**src/design/assert_macros.svh**
```systemverilog
// ----------------------------------------------------------------------------
// Assertion macros
// Shared concurrent assertion forms, reset-qualified, reporting by $error.
// ----------------------------------------------------------------------------
`ifndef ASSERT_MACROS_SVH
`define ASSERT_MACROS_SVH

// same-cycle implication
`define ASSERT_IMPL(label, clk, rst_n, ante, cons, msg) \
  label: assert property (@(posedge clk) disable iff (!(rst_n)) (ante) |-> (cons)) \
    else $error(msg);

// next-cycle implication
`define ASSERT_NEXT(label, clk, rst_n, ante, cons, msg) \
  label: assert property (@(posedge clk) disable iff (!(rst_n)) (ante) |=> (cons)) \
    else $error(msg);

`endif

```
**src/design/lpg_pkg.sv**
```systemverilog
// ----------------------------------------------------------------------------
// lpg_pkg
// Types and codes shared by the line pixel generator modules.
// ----------------------------------------------------------------------------
package lpg_pkg;

  localparam int unsigned COLOR_W = 16;
  localparam int unsigned DIR_W   = 2;

  localparam logic [DIR_W-1:0] DIR_ZERO = 2'b00;
  localparam logic [DIR_W-1:0] DIR_POS  = 2'b01;
  localparam logic [DIR_W-1:0] DIR_NEG  = 2'b11;

  typedef enum logic {
    MODE_START   = 1'b0,
    MODE_ADVANCE = 1'b1
  } lpg_mode_e;

  typedef struct packed {
    lpg_mode_e        mode;
    logic             x_major;
    logic [DIR_W-1:0] dir_x;
    logic [DIR_W-1:0] dir_y;
  } lpg_ctrl_t;

  typedef struct packed {
    logic busy;
    logic pop;
    logic start;
  } lpg_status_t;

endpackage

```
**src/design/lpg_front.sv**
```systemverilog
// ----------------------------------------------------------------------------
// lpg_front
// Accepts items, classifies them and derives axis lengths and directions.
// ----------------------------------------------------------------------------
module lpg_front #(
  parameter int unsigned CoordBits = 12
) (
  input  logic                        in_valid_i,
  output logic                        in_ready_o,
  input  logic                        mode_i,
  input  logic signed [CoordBits-1:0] start_x_i,
  input  logic signed [CoordBits-1:0] start_y_i,
  input  logic signed [CoordBits-1:0] end_x_i,
  input  logic signed [CoordBits-1:0] end_y_i,
  input  logic                        fifo_full_i,
  output logic                        push_o,
  output lpg_pkg::lpg_ctrl_t          ctrl_o,
  output logic [CoordBits-1:0]        major_o,
  output logic [CoordBits-1:0]        minor_o
);
  import lpg_pkg::*;

  logic [CoordBits:0]   dx;
  logic [CoordBits:0]   dy;
  logic [CoordBits:0]   dx_abs;
  logic [CoordBits:0]   dy_abs;
  logic [CoordBits-1:0] ax;
  logic [CoordBits-1:0] ay;
  logic                 x_major;

  assign in_ready_o = !fifo_full_i;
  assign push_o     = in_valid_i && !fifo_full_i;

  assign dx = {end_x_i[CoordBits-1], end_x_i} - {start_x_i[CoordBits-1], start_x_i};
  assign dy = {end_y_i[CoordBits-1], end_y_i} - {start_y_i[CoordBits-1], start_y_i};

  assign dx_abs = dx[CoordBits] ? (~dx + 1'b1) : dx;
  assign dy_abs = dy[CoordBits] ? (~dy + 1'b1) : dy;
  assign ax     = dx_abs[CoordBits-1:0];
  assign ay     = dy_abs[CoordBits-1:0];

  assign x_major = (ax >= ay);

  always_comb begin
    ctrl_o.mode    = lpg_mode_e'(mode_i);
    ctrl_o.x_major = x_major;
    if (dx == '0) begin
      ctrl_o.dir_x = DIR_ZERO;
    end else if (dx[CoordBits]) begin
      ctrl_o.dir_x = DIR_NEG;
    end else begin
      ctrl_o.dir_x = DIR_POS;
    end
    if (dy == '0) begin
      ctrl_o.dir_y = DIR_ZERO;
    end else if (dy[CoordBits]) begin
      ctrl_o.dir_y = DIR_NEG;
    end else begin
      ctrl_o.dir_y = DIR_POS;
    end
  end

  assign major_o = x_major ? ax : ay;
  assign minor_o = x_major ? ay : ax;

endmodule

```
**src/design/lpg_fifo.sv**
```systemverilog
// ----------------------------------------------------------------------------
// lpg_fifo
// Short register queue between the front and the stepper.
// ----------------------------------------------------------------------------
module lpg_fifo #(
  parameter int unsigned Width = 8,
  parameter int unsigned Depth = 2
) (
  input  logic             clk_i,
  input  logic             rst_ni,
  input  logic             push_i,
  input  logic [Width-1:0] wr_data_i,
  output logic             full_o,
  input  logic             pop_i,
  output logic             valid_o,
  output logic [Width-1:0] rd_data_o
);
  import lpg_pkg::*;

  localparam int unsigned PtrW = (Depth > 1) ? $clog2(Depth) : 1;

  logic [Width-1:0] mem_q [Depth];
  logic [PtrW-1:0]  wr_ptr_q, wr_ptr_d;
  logic [PtrW-1:0]  rd_ptr_q, rd_ptr_d;
  logic [PtrW:0]    cnt_q, cnt_d;

  assign full_o    = (cnt_q == (PtrW + 1)'(Depth));
  assign valid_o   = (cnt_q != '0);
  assign rd_data_o = mem_q[rd_ptr_q];

  always_comb begin
    wr_ptr_d = wr_ptr_q;
    rd_ptr_d = rd_ptr_q;
    cnt_d    = cnt_q;
    if (push_i) begin
      wr_ptr_d = (wr_ptr_q == PtrW'(Depth - 1)) ? '0 : wr_ptr_q + 1'b1;
    end
    if (pop_i) begin
      rd_ptr_d = (rd_ptr_q == PtrW'(Depth - 1)) ? '0 : rd_ptr_q + 1'b1;
    end
    if (push_i && !pop_i) begin
      cnt_d = cnt_q + 1'b1;
    end else if (pop_i && !push_i) begin
      cnt_d = cnt_q - 1'b1;
    end
  end

  always_ff @(posedge clk_i or negedge rst_ni) begin
    if (!rst_ni) begin
      wr_ptr_q <= '0;
      rd_ptr_q <= '0;
      cnt_q    <= '0;
    end else begin
      wr_ptr_q <= wr_ptr_d;
      rd_ptr_q <= rd_ptr_d;
      cnt_q    <= cnt_d;
    end
  end

  always_ff @(posedge clk_i) begin
    if (push_i) begin
      mem_q[wr_ptr_q] <= wr_data_i;
    end
  end

endmodule

```
**src/design/lpg_back.sv**
```systemverilog
// ----------------------------------------------------------------------------
// lpg_back
// Bresenham stepper: holds the line state and registers one pixel per start item or advance item while drawing.
// ----------------------------------------------------------------------------
module lpg_back #(
  parameter int unsigned CoordBits = 12
) (
  input  logic                          clk_i,
  input  logic                          rst_ni,
  input  logic                          cmd_valid_i,
  output logic                          cmd_pop_o,
  input  lpg_pkg::lpg_ctrl_t            ctrl_i,
  input  logic [CoordBits-1:0]          start_x_i,
  input  logic [CoordBits-1:0]          start_y_i,
  input  logic [CoordBits-1:0]          end_x_i,
  input  logic [CoordBits-1:0]          end_y_i,
  input  logic [CoordBits-1:0]          major_i,
  input  logic [CoordBits-1:0]          minor_i,
  input  logic [lpg_pkg::COLOR_W-1:0]   color_i,
  output logic                          out_valid_o,
  input  logic                          out_ready_i,
  output logic signed [CoordBits-1:0]   pixel_x_o,
  output logic signed [CoordBits-1:0]   pixel_y_o,
  output logic [lpg_pkg::COLOR_W-1:0]   pixel_color_o,
  output logic                          last_pixel_o,
  output lpg_pkg::lpg_status_t          status_o
);
  import lpg_pkg::*;

  localparam int unsigned ErrW = CoordBits + 2;

  typedef enum logic {
    ST_IDLE,
    ST_DRAW
  } state_e;

  state_e               state_q;
  logic [CoordBits-1:0] cur_x_q, cur_y_q;
  logic [ErrW-1:0]      err_q;
  logic [CoordBits-1:0] major_q, minor_q;
  logic [CoordBits-1:0] step_q;
  logic [DIR_W-1:0]     dir_x_q, dir_y_q;
  logic                 x_major_q;
  logic [CoordBits-1:0] tgt_x_q, tgt_y_q;
  logic [COLOR_W-1:0]   color_q;
  logic                 out_valid_q;
  logic [CoordBits-1:0] pix_x_q, pix_y_q;
  logic [COLOR_W-1:0]   pix_color_q;
  logic                 pix_last_q;

  logic                 pop;
  logic [ErrW-1:0]      err_add;
  logic                 minor_step;
  logic [ErrW-1:0]      err_d;
  logic [CoordBits-1:0] delta_x, delta_y;
  logic [CoordBits-1:0] step_x_d, step_y_d;
  logic                 interior;

  assign pop       = cmd_valid_i && (!out_valid_q || out_ready_i);
  assign cmd_pop_o = pop;

  assign err_add    = err_q + {2'b00, minor_q};
  assign minor_step = (err_add > {2'b00, major_q});
  assign err_d      = minor_step ? (err_add - {2'b00, major_q}) : err_add;

  assign delta_x = {{(CoordBits - DIR_W){dir_x_q[DIR_W-1]}}, dir_x_q};
  assign delta_y = {{(CoordBits - DIR_W){dir_y_q[DIR_W-1]}}, dir_y_q};

  assign step_x_d = (x_major_q || minor_step) ? cur_x_q + delta_x : cur_x_q;
  assign step_y_d = (!x_major_q || minor_step) ? cur_y_q + delta_y : cur_y_q;

  assign interior = (step_q < major_q);

  always_ff @(posedge clk_i or negedge rst_ni) begin
    if (!rst_ni) begin
      state_q     <= ST_IDLE;
      cur_x_q     <= '0;
      cur_y_q     <= '0;
      err_q       <= '0;
      major_q     <= '0;
      minor_q     <= '0;
      step_q      <= '0;
      dir_x_q     <= DIR_ZERO;
      dir_y_q     <= DIR_ZERO;
      x_major_q   <= 1'b0;
      tgt_x_q     <= '0;
      tgt_y_q     <= '0;
      color_q     <= '0;
      out_valid_q <= 1'b0;
      pix_x_q     <= '0;
      pix_y_q     <= '0;
      pix_color_q <= '0;
      pix_last_q  <= 1'b0;
    end else begin
      if (pop) begin
        out_valid_q <= (ctrl_i.mode == MODE_START) || (state_q == ST_DRAW);
        case (ctrl_i.mode)
          MODE_START: begin
            state_q     <= ST_DRAW;
            cur_x_q     <= start_x_i;
            cur_y_q     <= start_y_i;
            err_q       <= {3'b000, major_i[CoordBits-1:1]};
            major_q     <= major_i;
            minor_q     <= minor_i;
            step_q      <= CoordBits'(1);
            dir_x_q     <= ctrl_i.dir_x;
            dir_y_q     <= ctrl_i.dir_y;
            x_major_q   <= ctrl_i.x_major;
            tgt_x_q     <= end_x_i;
            tgt_y_q     <= end_y_i;
            color_q     <= color_i;
            pix_x_q     <= start_x_i;
            pix_y_q     <= start_y_i;
            pix_color_q <= color_i;
            pix_last_q  <= 1'b0;
          end
          MODE_ADVANCE: begin
            if (state_q == ST_DRAW) begin
              pix_color_q <= color_q;
              if (interior) begin
                err_q      <= err_d;
                cur_x_q    <= step_x_d;
                cur_y_q    <= step_y_d;
                step_q     <= step_q + 1'b1;
                pix_x_q    <= step_x_d;
                pix_y_q    <= step_y_d;
                pix_last_q <= 1'b0;
              end else begin
                state_q    <= ST_IDLE;
                cur_x_q    <= tgt_x_q;
                cur_y_q    <= tgt_y_q;
                pix_x_q    <= tgt_x_q;
                pix_y_q    <= tgt_y_q;
                pix_last_q <= 1'b1;
              end
            end
          end
          default: begin
            state_q <= state_q;
          end
        endcase
      end else if (out_ready_i) begin
        out_valid_q <= 1'b0;
      end
    end
  end

  assign out_valid_o   = out_valid_q;
  assign pixel_x_o     = pix_x_q;
  assign pixel_y_o     = pix_y_q;
  assign pixel_color_o = pix_color_q;
  assign last_pixel_o  = pix_last_q;

  assign status_o.busy  = (state_q == ST_DRAW);
  assign status_o.pop   = pop;
  assign status_o.start = (ctrl_i.mode == MODE_START);

endmodule

```
**src/design/line_pixel_generator.sv**
```systemverilog
// ----------------------------------------------------------------------------
// line_pixel_generator
// Bresenham line stepper emitting one pixel per start item or advance item during a line.
// ----------------------------------------------------------------------------
//   channel | signals                                   | direction
//   --------+-------------------------------------------+----------
//   in      | in_valid_i/in_ready_o, mode, endpoints,   | input
//           | line_color                                |
//   out     | out_valid_o/out_ready_i, pixel_x/y,       | output
//           | pixel_color, last_pixel                   |
//
// One item per cycle sustained while the output is not stalled; an accepted
// item is written to the queue, then popped into the stepper output register.
// The stepper does one error add, compare and subtract per cycle.
// Reset clears the queue, the line state and the output valid.
// A stalled output holds the stepper; the queue keeps taking items until full.
// ----------------------------------------------------------------------------
`include "assert_macros.svh"

module line_pixel_generator #(
  parameter int unsigned COORD_BITS = 12
) (
  input  logic                             clk_i,
  input  logic                             rst_ni,
  input  logic                             in_valid_i,
  output logic                             in_ready_o,
  input  logic                             mode_i,
  input  logic signed [COORD_BITS-1:0]     start_x_i,
  input  logic signed [COORD_BITS-1:0]     start_y_i,
  input  logic signed [COORD_BITS-1:0]     end_x_i,
  input  logic signed [COORD_BITS-1:0]     end_y_i,
  input  logic [lpg_pkg::COLOR_W-1:0]      line_color_i,
  output logic                             out_valid_o,
  input  logic                             out_ready_i,
  output logic signed [COORD_BITS-1:0]     pixel_x_o,
  output logic signed [COORD_BITS-1:0]     pixel_y_o,
  output logic [lpg_pkg::COLOR_W-1:0]      pixel_color_o,
  output logic                             last_pixel_o
);
  import lpg_pkg::*;

  localparam int unsigned QueueDepth = 2;
  localparam int unsigned CmdW = $bits(lpg_ctrl_t) + 6 * COORD_BITS + COLOR_W;

  logic                  push;
  logic                  fifo_full;
  lpg_ctrl_t             front_ctrl;
  logic [COORD_BITS-1:0] front_major, front_minor;
  logic [CmdW-1:0]       wr_cmd, rd_cmd;
  logic                  cmd_valid;
  logic                  cmd_pop;

  lpg_ctrl_t             q_ctrl;
  logic [COORD_BITS-1:0] q_sx, q_sy, q_ex, q_ey, q_major, q_minor;
  logic [COLOR_W-1:0]    q_color;
  lpg_status_t           back_status;

  logic                  start_pop;
  logic                  line_busy;
  logic                  last_out;

  lpg_front #(
    .CoordBits (COORD_BITS)
  ) u_front (
    .in_valid_i  (in_valid_i),
    .in_ready_o  (in_ready_o),
    .mode_i      (mode_i),
    .start_x_i   (start_x_i),
    .start_y_i   (start_y_i),
    .end_x_i     (end_x_i),
    .end_y_i     (end_y_i),
    .fifo_full_i (fifo_full),
    .push_o      (push),
    .ctrl_o      (front_ctrl),
    .major_o     (front_major),
    .minor_o     (front_minor)
  );

  assign wr_cmd = {front_ctrl, start_x_i, start_y_i, end_x_i, end_y_i,
                   front_major, front_minor, line_color_i};

  lpg_fifo #(
    .Width (CmdW),
    .Depth (QueueDepth)
  ) u_fifo (
    .clk_i     (clk_i),
    .rst_ni    (rst_ni),
    .push_i    (push),
    .wr_data_i (wr_cmd),
    .full_o    (fifo_full),
    .pop_i     (cmd_pop),
    .valid_o   (cmd_valid),
    .rd_data_o (rd_cmd)
  );

  assign {q_ctrl, q_sx, q_sy, q_ex, q_ey, q_major, q_minor, q_color} = rd_cmd;

  lpg_back #(
    .CoordBits (COORD_BITS)
  ) u_back (
    .clk_i         (clk_i),
    .rst_ni        (rst_ni),
    .cmd_valid_i   (cmd_valid),
    .cmd_pop_o     (cmd_pop),
    .ctrl_i        (q_ctrl),
    .start_x_i     (q_sx),
    .start_y_i     (q_sy),
    .end_x_i       (q_ex),
    .end_y_i       (q_ey),
    .major_i       (q_major),
    .minor_i       (q_minor),
    .color_i       (q_color),
    .out_valid_o   (out_valid_o),
    .out_ready_i   (out_ready_i),
    .pixel_x_o     (pixel_x_o),
    .pixel_y_o     (pixel_y_o),
    .pixel_color_o (pixel_color_o),
    .last_pixel_o  (last_pixel_o),
    .status_o      (back_status)
  );

  assign start_pop = back_status.pop && back_status.start;
  assign line_busy = back_status.busy;
  assign last_out  = out_valid_o && last_pixel_o;

  `ASSERT_NEXT(a_start_sets_busy, clk_i, rst_ni, start_pop, line_busy, "start left line idle")
  `ASSERT_IMPL(a_last_at_idle, clk_i, rst_ni, $fell(line_busy), last_out, "no last pixel at end")
  `ASSERT_IMPL(a_out_from_pop, clk_i, rst_ni, $rose(out_valid_o), $past(cmd_pop), "no pop for result")

endmodule

```
**config.mk**
```make
export PLATFORM = sky130hd
export DESIGN_NAME = line_pixel_generator
export DESIGN_NICKNAME = d
export VERILOG_FILES = /design/src/design/lpg_pkg.sv /design/src/design/lpg_front.sv /design/src/design/lpg_fifo.sv /design/src/design/lpg_back.sv /design/src/design/line_pixel_generator.sv
export VERILOG_INCLUDE_DIRS = /design/src /design/src/design
export SDC_FILE = /design/constraint.sdc
export NUM_CORES = 1
export LEC_CHECK = 0
export ABC_AREA = 1
export BUFFER_PORTS_ARGS = -buffer_cell sky130_fd_sc_hd__buf_2
export CAP_MARGIN = 10
export CORE_MARGIN = 5
export CORE_UTILIZATION = 56
export DETAILED_ROUTE_END_ITERATION = 8
export PLACE_DENSITY_LB_ADDON = 0.05
export SLEW_MARGIN = 40
export SYNTH_ARGS = -nofsm -noshare
export SYNTH_HDL_FRONTEND = slang
export SYNTH_SLANG_ARGS = --single-unit
```
**constraint.sdc**
```tcl
create_clock -name clk_i -period 5.4 [get_ports clk_i]
set_clock_uncertainty 0.2 [all_clocks]
set_input_delay 0.54 -clock clk_i [delete_from_list [all_inputs] [get_ports clk_i]]
set_output_delay 0.54 -clock clk_i [all_outputs]
set_load 0.01 [all_outputs]
```
==> reports/metrics.cfg <==
[run_status]
status=completed

[min_path]
worstHoldPathCells=1
hold_path_end=u_fifo.mem_q[0][9]
hp-class=primary input to flip-flop
hp-start=line_color_i[9]

[yosys]
synth_edf_count=188
yosysSeqAreaShare_pct=50.0
async_flop_share_pct=43.0
ys_warn_count=0
syn_avg_cell_area_um2=8.85
ys_types=48
synth_ff_type=edfxtp_1
synth_seq_cells=330
syn-num-nets=2249
netlist_instances=2077
syn_area_mm2=0.0184

[timing]
finalCriticalPeriod_ns=4.67
timing.fmax_mhz=214
relSlewSlack_pct=46.0
rsz0062_at_grt=false
setup_viol=0
period_share_pct=86.4
timing.setup.tns_ns=0
setup_slack_ns=0.734
finalHoldViolCount=0
worst_pin_slew_ns=0.810
finalMaxSlewViolations=0

[layout]
nets=2368
final_util_pct=63.8
drive_gt1_share_pct=11.9
diodes=0
area_growth_pct=12.7
layout_common_cells=nand2_1 (579), inv_1 (264), edfxtp_1 (188)
final_common_cell=nand2_1

[route]
vias_per_cell=5.33
drt-total-wl_um=45400
ant_nets=0
num_vias=14200
initialDrtViolationCount=815
drt-pass1-iter-count=5
wl_per_cell_um=17.0
drc=0

[global_route]
overflow=0
grt_pass1_vias=13400
grt_pass1_wl_um=71800
antenna_found_initial=0
grt_max_degree=80
gr-usage-all-layers_pct=24.8

[power_and_ir_drop]
p_leak_nw=9.85
ir_drop_uv=438
p_per_area_mw_per_mm2=683

[place]
io_buffers=111
place_hpwl_um=32400
routabilityCongestion=0.909
pre_cts_ws_ns=0.771

[critical_path]
crit_type=primary input to flip-flop
ff2ff_setup_slack_ns=0.76
reg2reg_to=u_back.cur_y_q[2]
reg2regPathDepth=23
end_kind=flip-flop
critPathMaxStageDelay_ns=0.52
worstPathRequired_ns=5.43
start_kind=primary input
rr_startpoint=u_back.minor_q[0]
cp_slowest_cell=dlygate4sd3_1
cp_max_fo=24
worstPathArrival_ns=4.69

[clock_tree]
clk_latency_ns=0.53
numCtsBuffers=37
clock-root-buffer=clkbuf_16
clock-sinks=330
clk_pin_slew_worst_paths_ns=0.06
cts_tree=done
clock_path_buffers=3
htreeDepth=2
cts_resized=0

[floorplan]
fp.dieW_um=191
core_mm2=0.0325
io_pins=112
start_util_pct=56.6
fp-row-count=66
dieArea_mm2=0.0366
fp.dieH_um=191

[job]
maxCapViolCount=0

-- final cells by class --
cell class / instances / area [um^2]
Clock inverter: 12 / 118
Inverter: 274 / 1040
Fill cell: 2796 / 11700
Sequential cell: 330 / 9200
Tap cell: 442 / 553
Timing Repair Buffer: 144 / 876
Clock buffer: 55 / 1080
Multi-Input combinational cell: 1409 / 7860
-- sequential cells by signal (all words and copies together) (netlist names), 14 cells and up --
register and cells:
u_fifo.mem_q 188, u_back.color_q 16, u_back.pixel_color_o 16, u_back.err_q 14
-- report_power, final --
part	switching [mW]	internal [mW]	total, mW
Sequential	0.472	3.71	4.18
Combinational	4.93	2.59	7.52
Clock	0.978	1.48	2.46
Total	6.38	7.78	14.2
-- Yosys cell counts, drive strengths merged (13+ instances only) --
library cell	instances	area share, %
clkbuf	32	0.65
dfrtp	142	19
o211ai	30	1.2
nor3	15	0.46
nand2	594	12
nor2	126	2.8
mux2i	13	0.71
o21ai	172	4.8
nand4	23	0.85
nand3	124	3.6
inv	274	5.6
ha	97	6.6
edfxtp	188	31
xor2	36	1.8
a21oi	68	1.9
xnor2	14	0.67
mux2	27	1.7
a31oi	17	0.58
buf	32	1.1
-- logic make-up (layout without fill, tap and decap cells) --
logic type / after synthesis / after routing / synth area share (%)
AO/OA/AOI/OAI: 326 / 326 / 10.2
flip-flops: 330 / 330 / 50.0
XOR/XNOR: 50 / 50 / 2.42
adder cells (fa/ha/maj): 103 / 103 / 7.26
multiplexers: 40 / 40 / 2.36
AND/OR/NAND/NOR: 890 / 890 / 20.4
buffers and inverters: 338 / 485 / 7.34
-- what timing repair did --
| item | 4_1_cts | 5_1_grt |
|---|---|---|
| buffers inserted | 0 | 0 |
| hold endpoints to repair | 102 | 0 |
| hold buffers | 20 | 0 |
-- worst max-delay path by stage --
stage / startpoint / endpoint / depth (start not counted)
global route: end_y_i[0] / u_fifo.mem_q[1][18] / 25
CTS: u_back.minor_q[0] / u_back.cur_y_q[2] / 23
finish: end_y_i[0] / u_fifo.mem_q[0][17] / 25
floorplan: u_fifo.cnt_q[0] / u_fifo.mem_q[1][0] / 4
global placement: end_y_i[0] / u_fifo.mem_q[0][17] / 24
detailed placement: start_y_i[0] / u_fifo.mem_q[1][18] / 23
-- critical path, delay by kind of cell --
family / cells / cell delay, ns
buf+inv: 6 / 1.38
simple gates: 13 / 1.35
fa+ha+maj: 3 / 0.88
compound gates: 3 / 0.53
-- through the flow --
step                      instance area [um^2]  hold slack, ns  instances  power [mW]
after floorplan                          18400          0.0444       2077        9.81
after global placement                   19300           0.254       2579        11.5
after detailed placement                 19300           0.259       2579        11.6
after CTS                                20700         0.00173       2666        14.2
after global routing                     20700         0.00236       2666        15.4
final                                    20700          0.0251       2666        14.2
-- metal layers --
layer,global-route usage (%),share of wire [%],vias up
li1,-,-,7140
met1,37.5,48,6606
met2,38.5,44,410
met3,3.29,6.2,60
met4,5.86,2.1,0
met5,0,0,-
Power figures use the tool's default switching activity.
